$ cat src/rtl/stereo_phase_correlation_meter_assert.svh
// Assertion macros for the stereo phase correlation meter.
// Used by the top level; needs no other file.
`ifndef STEREO_PHASE_CORRELATION_METER_ASSERT_SVH
`define STEREO_PHASE_CORRELATION_METER_ASSERT_SVH

// Consequent must hold in the same cycle as the antecedent.
`define SPCM_ASSERT_NOW(label, clk, rstn, ante, cons) \
  label: assert property (@(posedge clk) disable iff (!(rstn)) (ante) |-> (cons)) \
    else $error("spcm assertion failed");

// Consequent must hold in the cycle after the antecedent.
`define SPCM_ASSERT_NEXT(label, clk, rstn, ante, cons) \
  label: assert property (@(posedge clk) disable iff (!(rstn)) (ante) |=> (cons)) \
    else $error("spcm assertion failed");

`endif

$ cat src/rtl/spcm_pkg.sv
// Shared constants and types of the stereo phase correlation meter.
// No dependencies; every other file but the assertion header refers to it by scoped names.
package spcm_pkg;

  localparam int SAMPLE_W         = 24;     // sample field width on the port
  localparam int COEFF_W          = 16;     // configuration data width
  localparam int OUT_W            = 16;     // correlation and balance width
  localparam int WIDTH_W          = 15;     // stereo width field
  localparam int DEF_SAMPLE_BITS  = 24;
  localparam int DEF_COEFF_BITS   = 16;
  localparam int DEF_GUARD_BITS   = 16;
  localparam int COEFF_RESET      = 65531;
  localparam int Q_BITS           = 14;     // fraction bits of the results
  localparam int ONE_Q14          = 16384;
  localparam int NORM_BITS        = 48;     // divisor limit of the correlation quotient
  localparam int QUEUE_DEPTH      = 2;

  // Front to back: one queued item.
  typedef struct packed {
    logic valid;
    logic last;
    logic cross_neg;
  } item_ctl_t;

  // Back status seen at the top level.
  typedef struct packed {
    logic busy;
    logic result_load;
  } back_stat_t;

  // Smoothed sums, updated in this order.
  typedef enum logic [2:0] {
    SUM_LL = 3'd0,
    SUM_RR = 3'd1,
    SUM_LR = 3'd2,
    SUM_AL = 3'd3,
    SUM_AR = 3'd4
  } sum_e;

endpackage

$ cat src/rtl/spcm_sample_if.sv
// Input channel of the meter: one stereo pair per request.
// Depends on spcm_pkg.
interface spcm_sample_if;
  logic                                 valid;
  logic                                 ready;
  logic signed [spcm_pkg::SAMPLE_W-1:0] left_sample;
  logic signed [spcm_pkg::SAMPLE_W-1:0] right_sample;
  logic                                 last_in_block;

  modport source (output valid, left_sample, right_sample, last_in_block, input ready);
  modport sink   (input valid, left_sample, right_sample, last_in_block, output ready);
endinterface

$ cat src/rtl/spcm_front.sv
// Front end: accepts stereo pairs, takes their magnitudes and signs, and
// holds them in a short queue for the back end. Depends on spcm_pkg.
module spcm_front #(
  parameter int SAMPLE_BITS = spcm_pkg::DEF_SAMPLE_BITS
) (
  input  logic                       clk_i,
  input  logic                       rst_ni,
  spcm_sample_if.sink                sample_i,
  output spcm_pkg::item_ctl_t        item_o,
  output logic [SAMPLE_BITS-1:0]     left_mag_o,
  output logic [SAMPLE_BITS-1:0]     right_mag_o,
  input  logic                       take_i
);

  localparam int PTR_W = $clog2(spcm_pkg::QUEUE_DEPTH);
  localparam int CNT_W = $clog2(spcm_pkg::QUEUE_DEPTH + 1);

  logic [SAMPLE_BITS-1:0] lmag_q [spcm_pkg::QUEUE_DEPTH];
  logic [SAMPLE_BITS-1:0] rmag_q [spcm_pkg::QUEUE_DEPTH];
  logic                   last_q [spcm_pkg::QUEUE_DEPTH];
  logic                   xneg_q [spcm_pkg::QUEUE_DEPTH];
  logic [PTR_W-1:0]       wptr_q, wptr_d, rptr_q, rptr_d;
  logic [CNT_W-1:0]       cnt_q, cnt_d;

  logic [SAMPLE_BITS-1:0] lraw, rraw, lmag, rmag;
  logic                   lneg, rneg, push, pop;

  // Two's complement magnitude of the low SAMPLE_BITS bits.
  assign lraw = sample_i.left_sample[SAMPLE_BITS-1:0];
  assign rraw = sample_i.right_sample[SAMPLE_BITS-1:0];
  assign lneg = lraw[SAMPLE_BITS-1];
  assign rneg = rraw[SAMPLE_BITS-1];
  assign lmag = lneg ? (~lraw + SAMPLE_BITS'(1)) : lraw;
  assign rmag = rneg ? (~rraw + SAMPLE_BITS'(1)) : rraw;

  assign sample_i.ready = (cnt_q != CNT_W'(spcm_pkg::QUEUE_DEPTH));
  assign push = sample_i.valid && sample_i.ready;
  assign pop  = take_i && (cnt_q != '0);

  always_comb begin
    wptr_d = wptr_q;
    rptr_d = rptr_q;
    cnt_d  = cnt_q;
    if (push) begin
      wptr_d = (wptr_q == PTR_W'(spcm_pkg::QUEUE_DEPTH - 1)) ? '0 : wptr_q + PTR_W'(1);
    end
    if (pop) begin
      rptr_d = (rptr_q == PTR_W'(spcm_pkg::QUEUE_DEPTH - 1)) ? '0 : rptr_q + PTR_W'(1);
    end
    if (push && !pop) begin
      cnt_d = cnt_q + CNT_W'(1);
    end else if (pop && !push) begin
      cnt_d = cnt_q - CNT_W'(1);
    end
  end

  always_ff @(posedge clk_i or negedge rst_ni) begin
    if (!rst_ni) begin
      wptr_q <= '0;
      rptr_q <= '0;
      cnt_q  <= '0;
    end else begin
      wptr_q <= wptr_d;
      rptr_q <= rptr_d;
      cnt_q  <= cnt_d;
    end
  end

  always_ff @(posedge clk_i) begin
    if (push) begin
      lmag_q[wptr_q] <= lmag;
      rmag_q[wptr_q] <= rmag;
      last_q[wptr_q] <= sample_i.last_in_block;
      xneg_q[wptr_q] <= lneg ^ rneg;
    end
  end

  assign item_o.valid     = (cnt_q != '0);
  assign item_o.last      = last_q[rptr_q];
  assign item_o.cross_neg = xneg_q[rptr_q];
  assign left_mag_o       = lmag_q[rptr_q];
  assign right_mag_o      = rmag_q[rptr_q];

endmodule

$ cat src/flat_wrapper.sv
// flat-port wrapper written by rule: the top's interface ports become plain ports
module spcm_front_flat 
#(
  parameter int SAMPLE_BITS = spcm_pkg::DEF_SAMPLE_BITS
)
  (clk_i, rst_ni, item_o, left_mag_o, right_mag_o, take_i, sample_i_valid, sample_i_left_sample, sample_i_right_sample, sample_i_last_in_block, sample_i_ready);
  spcm_sample_if sample_i_i ();
  input  logic clk_i;
  input  logic rst_ni;
  output spcm_pkg::item_ctl_t item_o;
  output logic [SAMPLE_BITS-1:0] left_mag_o;
  output logic [SAMPLE_BITS-1:0] right_mag_o;
  input  logic take_i;
  input wire logic [$bits(sample_i_i.valid)-1:0] sample_i_valid;
  input wire logic [$bits(sample_i_i.left_sample)-1:0] sample_i_left_sample;
  input wire logic [$bits(sample_i_i.right_sample)-1:0] sample_i_right_sample;
  input wire logic [$bits(sample_i_i.last_in_block)-1:0] sample_i_last_in_block;
  output wire logic [$bits(sample_i_i.ready)-1:0] sample_i_ready;
  assign sample_i_i.valid = sample_i_valid;
  assign sample_i_i.left_sample = sample_i_left_sample;
  assign sample_i_i.right_sample = sample_i_right_sample;
  assign sample_i_i.last_in_block = sample_i_last_in_block;
  assign sample_i_ready = sample_i_i.ready;
  spcm_front #(.SAMPLE_BITS(SAMPLE_BITS)) u_core (.clk_i(clk_i), .rst_ni(rst_ni), .sample_i(sample_i_i), .item_o(item_o), .left_mag_o(left_mag_o), .right_mag_o(right_mag_o), .take_i(take_i));
endmodule
$ cat config.mk
export PLATFORM = sky130hd
export DESIGN_NAME = spcm_front_flat
export DESIGN_NICKNAME = d
export VERILOG_FILES = /design/src/rtl/stereo_phase_correlation_meter_assert.svh /design/src/rtl/spcm_pkg.sv /design/src/rtl/spcm_sample_if.sv /design/src/rtl/spcm_front.sv /design/src/flat_wrapper.sv
export SDC_FILE = /design/constraint.sdc
export NUM_CORES = 1
export LEC_CHECK = 0
export BUFFER_PORTS_ARGS = -buffer_cell sky130_fd_sc_hd__buf_2
export CAP_MARGIN = 20
export CORE_MARGIN = 1.5
export CORE_UTILIZATION = 51
export CTS_BUF_LIST = sky130_fd_sc_hd__clkbuf_2 sky130_fd_sc_hd__clkbuf_4 sky130_fd_sc_hd__clkbuf_8
export DETAILED_ROUTE_END_ITERATION = 8
export PLACE_DENSITY = 0.9
export RECOVER_POWER = 50
export SETUP_SLACK_MARGIN = 0.4
export SKIP_CTS_REPAIR_TIMING = 1
export SLEW_MARGIN = 25
export SYNTH_ARGS = -nofsm -noshare
export SYNTH_HDL_FRONTEND = slang
export SYNTH_SLANG_ARGS = --single-unit
$ cat constraint.sdc
create_clock -name clk_i -period 3.15 [get_ports clk_i]
set_clock_uncertainty 0.15 [all_clocks]
set_input_delay 0 -clock clk_i [delete_from_list [all_inputs] [get_ports clk_i]]
set_output_delay 0 -clock clk_i [all_outputs]
set_load 0.02 [all_outputs]
* After elaboration in Yosys (flattened, before gate mapping)
Memory sizes are Yosys's and may differ from the RTL's.
Cells that the tools add are included.
** Storage, ports and cells
- Bits in registers :: 4
- Memory bits (writable) :: 100
- Input port bits :: 53
- Memories kept :: 4
** Memory list
- u_core.lmag_q :: words 2, bits a word 24, rd ports 1, clocked after memory_dff 0, wr ports 1, line spcm_front.sv:18 : logic [SAMPLE_BITS-1:0] lmag_q [spcm_pkg::QUEUE_DEPTH];
- u_core.rmag_q :: words 2, bits a word 24, rd ports 1, clocked after memory_dff 0, wr ports 1, line spcm_front.sv:19 : logic [SAMPLE_BITS-1:0] rmag_q [spcm_pkg::QUEUE_DEPTH];
- u_core.last_q :: words 2, bits a word 1, rd ports 1, clocked after memory_dff 0, wr ports 1, line spcm_front.sv:20 : logic last_q [spcm_pkg::QUEUE_DEPTH];
- u_core.xneg_q :: words 2, bits a word 1, rd ports 1, clocked after memory_dff 0, wr ports 1, line spcm_front.sv:21 : logic xneg_q [spcm_pkg::QUEUE_DEPTH];
** Cells by class
- Add/subtract/negate cells :: 6
- Equality and inequality tests :: 1
- Multiplexer cells :: 8
- Bitwise logic cells :: 3
- Reduce and logical (&&, ||, !) cells :: 8
** Operators with widths (count)
- $add A24 B1 Y24 const B :: 2
- $mux W24 :: 2
- $not A24 Y24 :: 2
- $logic_and A1 B1 Y1 :: 4
- $mux W1 :: 4
- $mux W2 :: 2
- $reduce_bool A2 Y1 :: 2
- $add A1 B1 Y1 const B :: 2
- $add A2 B1 Y2 const B :: 1
- $logic_not A1 Y1 :: 2
- $ne A2 B2 Y1 const B :: 1
- $sub A2 B1 Y2 const B :: 1
- $xor A1 B1 Y1 :: 1

* Logic depth before layout (Yosys ltp)
Gate-level depths: netlist (run 1).
- Depth in word-level cells :: 6
- Depth in mapped cells :: 7
- Depth with buffers taken out :: 7

* Worst setup path before layout (run 1)
OpenSTA, ideal clock, no wires.
- Path kind :: reg-to-reg
- From :: register u_core.cnt_q[0]
- To :: memory u_core.last_q[0], enable pin
- Setup time :: 0.458 ns
- Arrival :: 2.897 ns
- Required time :: 2.542 ns
- Setup slack :: -0.354 ns
- Stages on the path, launching flop included :: 4
- Path buffers :: 0
- Cell sequence :: dfrtp_1 -> nand2b_1 -> nand2_1 -> nor2_1
** On the way
- Word-level cells in the longest chain between the ends :: 4
** RTL lines
- start, declared :: line spcm_front.sv:23 : logic [CNT_W-1:0] cnt_q, cnt_d;
- start signal, assigned :: line spcm_front.sv:65 : cnt_q <= cnt_d;
- $ne A2 B2 Y1 :: line spcm_front.sv:36 : assign sample_i.ready = (cnt_q != CNT_W'(spcm_pkg::QUEUE_DEPTH));
- named net sample_i_ready :: line flat_wrapper.sv:18 : output wire logic [$bits(sample_i_i.ready)-1:0] sample_i_ready;
- $logic_and A1 B1 Y1 :: line spcm_front.sv:37 : assign push = sample_i.valid && sample_i.ready;
- $mux W1 :: line spcm_front.sv:70 : if (push) begin
- $mux W1 (implied by the code) :: line spcm_front.sv:73 : last_q[wptr_q] <= sample_i.last_in_block;
- end, declared :: line spcm_front.sv:20
The timed path passes the listed nets, and every way through them passes these cells.

* Worst setup path after layout (run 1)
- From :: input sample_i_left_sample[16]
- To :: memory u_core.lmag_q[0][23] (netlist name) (data pin)
** On the way
- Word-level cells in the longest chain between the ends :: 3
** RTL lines
- start, declared :: line flat_wrapper.sv:15 : input wire logic [$bits(sample_i_i.left_sample)-1:0] sample_i_left_sample;
- $not A24 Y24 :: line spcm_front.sv:33 : assign lmag = lneg ? (~lraw + SAMPLE_BITS'(1)) : lraw;
- $add A24 B1 Y24 :: line spcm_front.sv:33
- $mux W24 :: line spcm_front.sv:33
- named net u_core.lmag[23] :: line spcm_front.sv:25 : logic [SAMPLE_BITS-1:0] lraw, rraw, lmag, rmag;
- end, declared :: line spcm_front.sv:18
The timed path passes the listed nets, and every way through them passes these cells.

==> impl_metrics.csv, run 1 <==
group,metric,value,unit
layout,design_area,6037,um^2
timing,hold_viol_final,2,
worst_setup_path,r2r_cells,4,
worst_setup_path,worst-r2r-setup-slack,0.74,ns
timing,max_freq,0.3966,GHz
synth,syn-num-nets,369,
timing,timing.setup.tns,0,ns
routing,drc_errors,0,
synth,synthCells,313,
worst_setup_path,crit_type,"in -> reg",
routing,vias_per_cell,5.580,
global_route,grt_max_degree,51,
worst_setup_path,cp_max_fo,4,
global_route,grt_remaining_overflow,0,
timing,relSlewSlack,10.16,%
layout,nNetsFinal,528,
clocking,clk_latency,0.34,ns
global_route,grt_pass1_wl,14610,um
floorplanning,fp-row-count,35,
worst_setup_path,cp-end-kind,"flip-flop",
clocking,cts_root_buf,"clkbuf_8",
floorplanning,die_x,99.71,um
synth,yosysSeqAreaShare,65.06,%
hold_path,hold_class,"in -> reg",
floorplanning,io_pins,105,
hold_path,min_to,"u_core.rmag_q[1][1]",
worst_setup_path,r2r-start,"u_core.cnt_q[0]",
hold_path,hold_path_depth,3,
synth,synth_area,4770,um^2
clocking,htree_levels,3,
timing,hold_ws,-0.009779,ns
routing,drtIter0Drc,146,
worst_setup_path,cp_data_required_time,3.21,ns
synth,yosys_warnings,0,
power_and_ir_drop,leakagePower,2.135,nW
worst_setup_path,reg2reg_to,"u_core.lmag_q[0][0]",
routing,wl_per_cell,18.37,um
clocking,clockBufferDepth,2,
timing,layout_setup_ws,0.6285,ns
timing,setup_viol,0,
placement,place_congestion,0.8687,
power_and_ir_drop,power_density,733.0,nW/um^2
layout,post-route-util,65.96,%
worst_setup_path,critPathArrivalTime,2.58,ns
clocking,clk_pin_slew,0.09,ns
synth,syn-mean-instance-area,15.24,um^2
layout,multi_input_area,1572,um^2
layout,final_common_cell,"edfxtp_1",
synth,synth_area_leaders,"edfxtp_1 63%, mux2_1 12%, xnor2_1 8.1%, o31ai_1 2.4%, dfrtp_1 2.1%",
layout,drive_above_1_share,20.96,%
placement,dpl_cell_area,5444,um^2
power_and_ir_drop,irDropWorstVdd,401.1,uV
floorplanning,core_area,9153,um^2
timing,period_needed,2.521,ns
placement,dp_cells,522,
floorplanning,dieHeight,99.71,um
placement,hpwl,6610,um
synth,ys_ff_latch,104,
routing,vias,3292,
placement,pre_cts_slack,1.196,ns
worst_setup_path,startpoint_type,"input pin",
timing,slew_viol_final,0,
synth,yosysTopAreaCell,"edfxtp_1",
timing,tightest_slew,1.348,ns
timing,rsz0062_at_grt,"false",
synth,synth.distinct_cells,33,
layout,area.sequential,3103,um^2
routing,drt-total-wl,10840,um
clocking,tritoncts,"done",
synth,synth_top_area_share,62.96,%
layout,nFillCells,636,
run_status,failed_checks,"hold timing",
flow_run,maxCapViolations,0,
global_route,grt_pass1_vias,3062,
global_route,grt_use_total,19.06,%
layout,final_cell_mix,"100 x edfxtp_1, 75 x buf_2, 50 x mux2_1, 50 x dlygate4sd3_1, 44 x xnor2_1",
global_route,antenna_found_initial,2,
routing,ant_nets,0,
routing,detail_route.first_pass.iterations,4,
power_and_ir_drop,finalPower,4.425,mW
floorplanning,dieArea,9941,um^2
run_status,status,"complete, but fails checks",
hold_path,hp-start,"sample_i_right_sample[1]",
layout,fin_cells,590,
layout,areaGrowthSynthToFinish,26.57,%
timing,fin_crit_sh,80.05,%
clocking,clock_sinks,104,
placement,io_buffers,104,
clocking,cts_buffers,9,
floorplanning,start_util,52.11,%
-- registers in the layout (all words and copies together) (netlist names) --
register,flops
u_core.cnt_q,2
u_core.last_q,2
u_core.lmag_q,48
u_core.rmag_q,48
u_core.rptr_q,1
u_core.wptr_q,1
u_core.xneg_q,2
-- per-layer routing --
layer | GRT usage [%] | part of all wire [%] | wire (um) | up-vias
li1 | - | - | - | 1514
met1 | 24.57 | 41 | 4404 | 1615
met2 | 32.55 | 51 | 5550 | 137
met3 | 2.670 | 5.2 | 565 | 26
met4 | 7.909 | 2.9 | 317 | 0
met5 | 0 | 0 | 0 | -
-- worst max-delay path by stage --
stage,from,endpoint
detailed placement,u_core.cnt_q[0],u_core.rmag_q[1][5]
floorplan,u_core.cnt_q[0],u_core.last_q[0]
global route,sample_i_left_sample[0],u_core.lmag_q[1][18]
CTS,u_core.rptr_q,left_mag_o[2]
global placement,u_core.cnt_q[0],u_core.rmag_q[1][5]
finish,sample_i_left_sample[16],u_core.lmag_q[0][23]
-- report_power, final --
group / internal [mW] / switching, mW / total [mW]
clock: 0.322 / 0.423 / 0.745
sequential: 1.93 / 0.116 / 2.05
combinational: 0.573 / 1.06 / 1.63
total: 2.83 / 1.60 / 4.43
-- critical path, cell delays in order --
cell,delay (ns)
dlygate4sd3_1,0.55
buf_2,0.16
or4_4,0.53
or4_1,0.44
nor4_1,0.29
dlygate4sd3_1,0.61
-- final cells by class --
type / count / area share, %
diodes: 2 / 0.08290
clock buffers: 13 / 2.549
clock inverters: 3 / 0.3109
inverters: 7 / 0.4352
multi-input cells: 192 / 26.03
flip-flops and latches: 104 / 51.40
well taps: 111 / 2.301
repair buffers: 158 / 16.89
-- cell usage after synthesis (all sizes together) --
cell type	number
nor3	5
a31oi	1
nand3	4
o21ai	11
xnor2	44
edfxtp	100
or3	3
o41ai	4
xor2	4
and3	1
dfrtp	4
nor4	7
inv	7
nand4	4
mux2	50
nand2b	4
clkbuf	4
nand2	20
or4	4
or2	1
nor4b	2
o31ai	16
ha	3
buf	6
nor2	4
-- logic make-up after synthesis --
family                     after synthesis  share of synthesized area (%)
muxes                                   50                          11.80
adders and majority gates                3                         0.7871
AOI/OAI and AO/OA                       32                          4.827
DFF                                    104                          65.06
xor gates and xnor gates                48                          8.814
buffers and inverters                   17                          1.338
and+or+nand+nor                         59                          7.371
Note: power is estimated with default switching activity, not from simulation.
==> run 2, diff against run 1 <==
Settings changed: CORE_UTILIZATION 51 to 56, PLACE_DENSITY 0.9 to 0.93.
Clock period 3.15 ns to 2.57 ns, I/O delays scaled along.
==> impl_metrics.csv, run 2 (same netlist as run 1, synthesis figures left out) <==
group,metric,value,unit
run_status,status,"completed",
placement,pre_cts_slack,0.6441,ns
global_route,grt_use_met3,3.190,%
placement,hpwl,6313,um
routing,wl_per_cell,17.40,um
routing,ant_nets,0,
layout,nNetsFinal,532,
clocking,clk_latency,0.34,ns
global_route,top_usage_layer,"met2",
floorplanning,fp-row-count,33,
worst_setup_path,crit_type,"in -> reg",
worst_setup_path,r2r_cells,3,
timing,slew_viol_final,0,
clocking,cts_root_buf,"clkbuf_8",
floorplanning,start_util,58.05,%
timing,period_needed,2.234,ns
floorplanning,io_pins,105,
routing,vias_per_cell,5.558,
timing,layout_setup_ws,0.3362,ns
timing,tightest_slew,0.9944,ns
routing,detail_route.first_pass.iterations,4,
layout,drive_above_1_share,25.57,%
worst_setup_path,r2r-start,"u_core.cnt_q[0]",
floorplanning,die_x,95.29,um
clocking,clk_pin_slew,0.10,ns
floorplanning,dieArea,9080,um^2
flow_run,maxCapViolations,0,
hold_path,hp-start,"sample_i_right_sample[1]",
layout,nFillCells,519,
worst_setup_path,cp-end-kind,"flip-flop",
placement,dp_cells,516,
routing,drt-total-wl,10200,um
layout,areaGrowthSynthToFinish,28.65,%
global_route,grt_max_degree,52,
clocking,clockBufferDepth,2,
clocking,htree_levels,3,
global_route,grt_pass1_vias,2963,
placement,place_congestion,0.8869,
routing,drc_errors,0,
timing,rsz0062_at_grt,"false",
worst_setup_path,startpoint_type,"input pin",
layout,final_common_cell,"edfxtp_1",
timing,fin_crit_sh,86.92,%
worst_setup_path,reg2reg_to,"u_core.lmag_q[1][2]",
global_route,antenna_found_initial,0,
placement,io_buffers,104,
global_route,grt_use_met2,35.76,%
global_route,met1_usage,26.37,%
timing,relSlewSlack,33.71,%
hold_path,hold_path_depth,3,
layout,fin_cells,586,
layout,top_regs,"u_core.lmag_q x48, u_core.rmag_q x48",
global_route,grt_pass1_wl,13970,um
layout,diodes,0,
hold_path,min_to,"u_core.rmag_q[0][3]",
worst_setup_path,cp_max_fo,8,
routing,drtIter0Drc,155,
worst_setup_path,cp_data_required_time,2.53,ns
power_and_ir_drop,leakagePower,2.223,nW
global_route,grt_remaining_overflow,0,
worst_setup_path,critPathArrivalTime,2.19,ns
power_and_ir_drop,power_density,903.0,nW/um^2
clocking,cts_buffers,9,
floorplanning,core_area,8217,um^2
timing,hold_viol_final,0,
timing,max_freq,0.4477,GHz
worst_setup_path,worst-r2r-setup-slack,0.64,ns
global_route,grt_use_total,20.74,%
floorplanning,dieHeight,95.29,um
power_and_ir_drop,irDropWorstVdd,529.9,uV
timing,timing.setup.tns,0,ns
clocking,tritoncts,"done",
layout,final_cell_mix,"100 x edfxtp_1, 94 x buf_2, 54 x dlygate4sd3_1",
clocking,clock_sinks,104,
hold_path,hold_class,"in -> reg",
timing,setup_viol,0,
routing,vias,3257,
run 2: critical path: stages:
cell           delay, ns
dlygate4sd3_1       0.53
buf_2               0.15
nor2_1              0.29
nand3_4             0.19
o31ai_1             0.30
xnor2_1             0.14
dlygate4sd3_1       0.59
run 2: how the worst max path moves through the flow:
stage | startpoint | cells after the start | to
floorplan | u_core.cnt_q[0] | 3 | u_core.last_q[0]
global placement | sample_i_left_sample[18] | 4 | u_core.lmag_q[0][23]
detailed placement | sample_i_left_sample[0] | 7 | u_core.lmag_q[0][18]
CTS | u_core.rptr_q | 3 | right_mag_o[18]
global route | sample_i_right_sample[3] | 7 | u_core.rmag_q[1][15]
finish | sample_i_right_sample[2] | 7 | u_core.rmag_q[1][15]
run 2: area by class of cell:
class	count	area, um^2	area share (%)
Clock buffer	9	123.9	2.019
Inverter	7	26.28	0.4282
Tap cell	105	131.4	2.141
Clock inverter	7	70.07	1.142
Multi-Input combinational cell	192	1592	25.94
Sequential cell	104	3104	50.59
Timing Repair Buffer	162	1089	17.74
run 2: power breakdown:
group | internal [mW] | total [mW] | switching, mW
logic | 0.762 | 2.07 | 1.31
clock network | 0.453 | 1.00 | 0.550
registers | 2.36 | 2.47 | 0.106
total | 3.58 | 5.54 | 1.96
run 2: metal layers:
metal / wire length, um / part of all wire, %
met1: 4161 / 41
met2: 5377 / 53
met3: 507 / 5.0
met4: 149 / 1.5
met5: 0 / 0
run 2: stage by stage:
| stage | cell area [um^2] | hold slack, ns | util [%] | power (mW) |
|---|---|---|---|---|
| final | 6136 | 0.006129 | 74.68 | 5.541 |
| after global routing | 6136 | -0.003814 | 74.68 | 5.809 |
| after detailed placement | 5449 | -0.3426 | 66.32 | 4.538 |
| after global placement | 5449 | -0.3425 | 66.32 | 4.480 |
| after CTS | 5643 | -0.7295 | 68.68 | 5.537 |
| after floorplan | 4778 | -0.4456 | - | 3.818 |
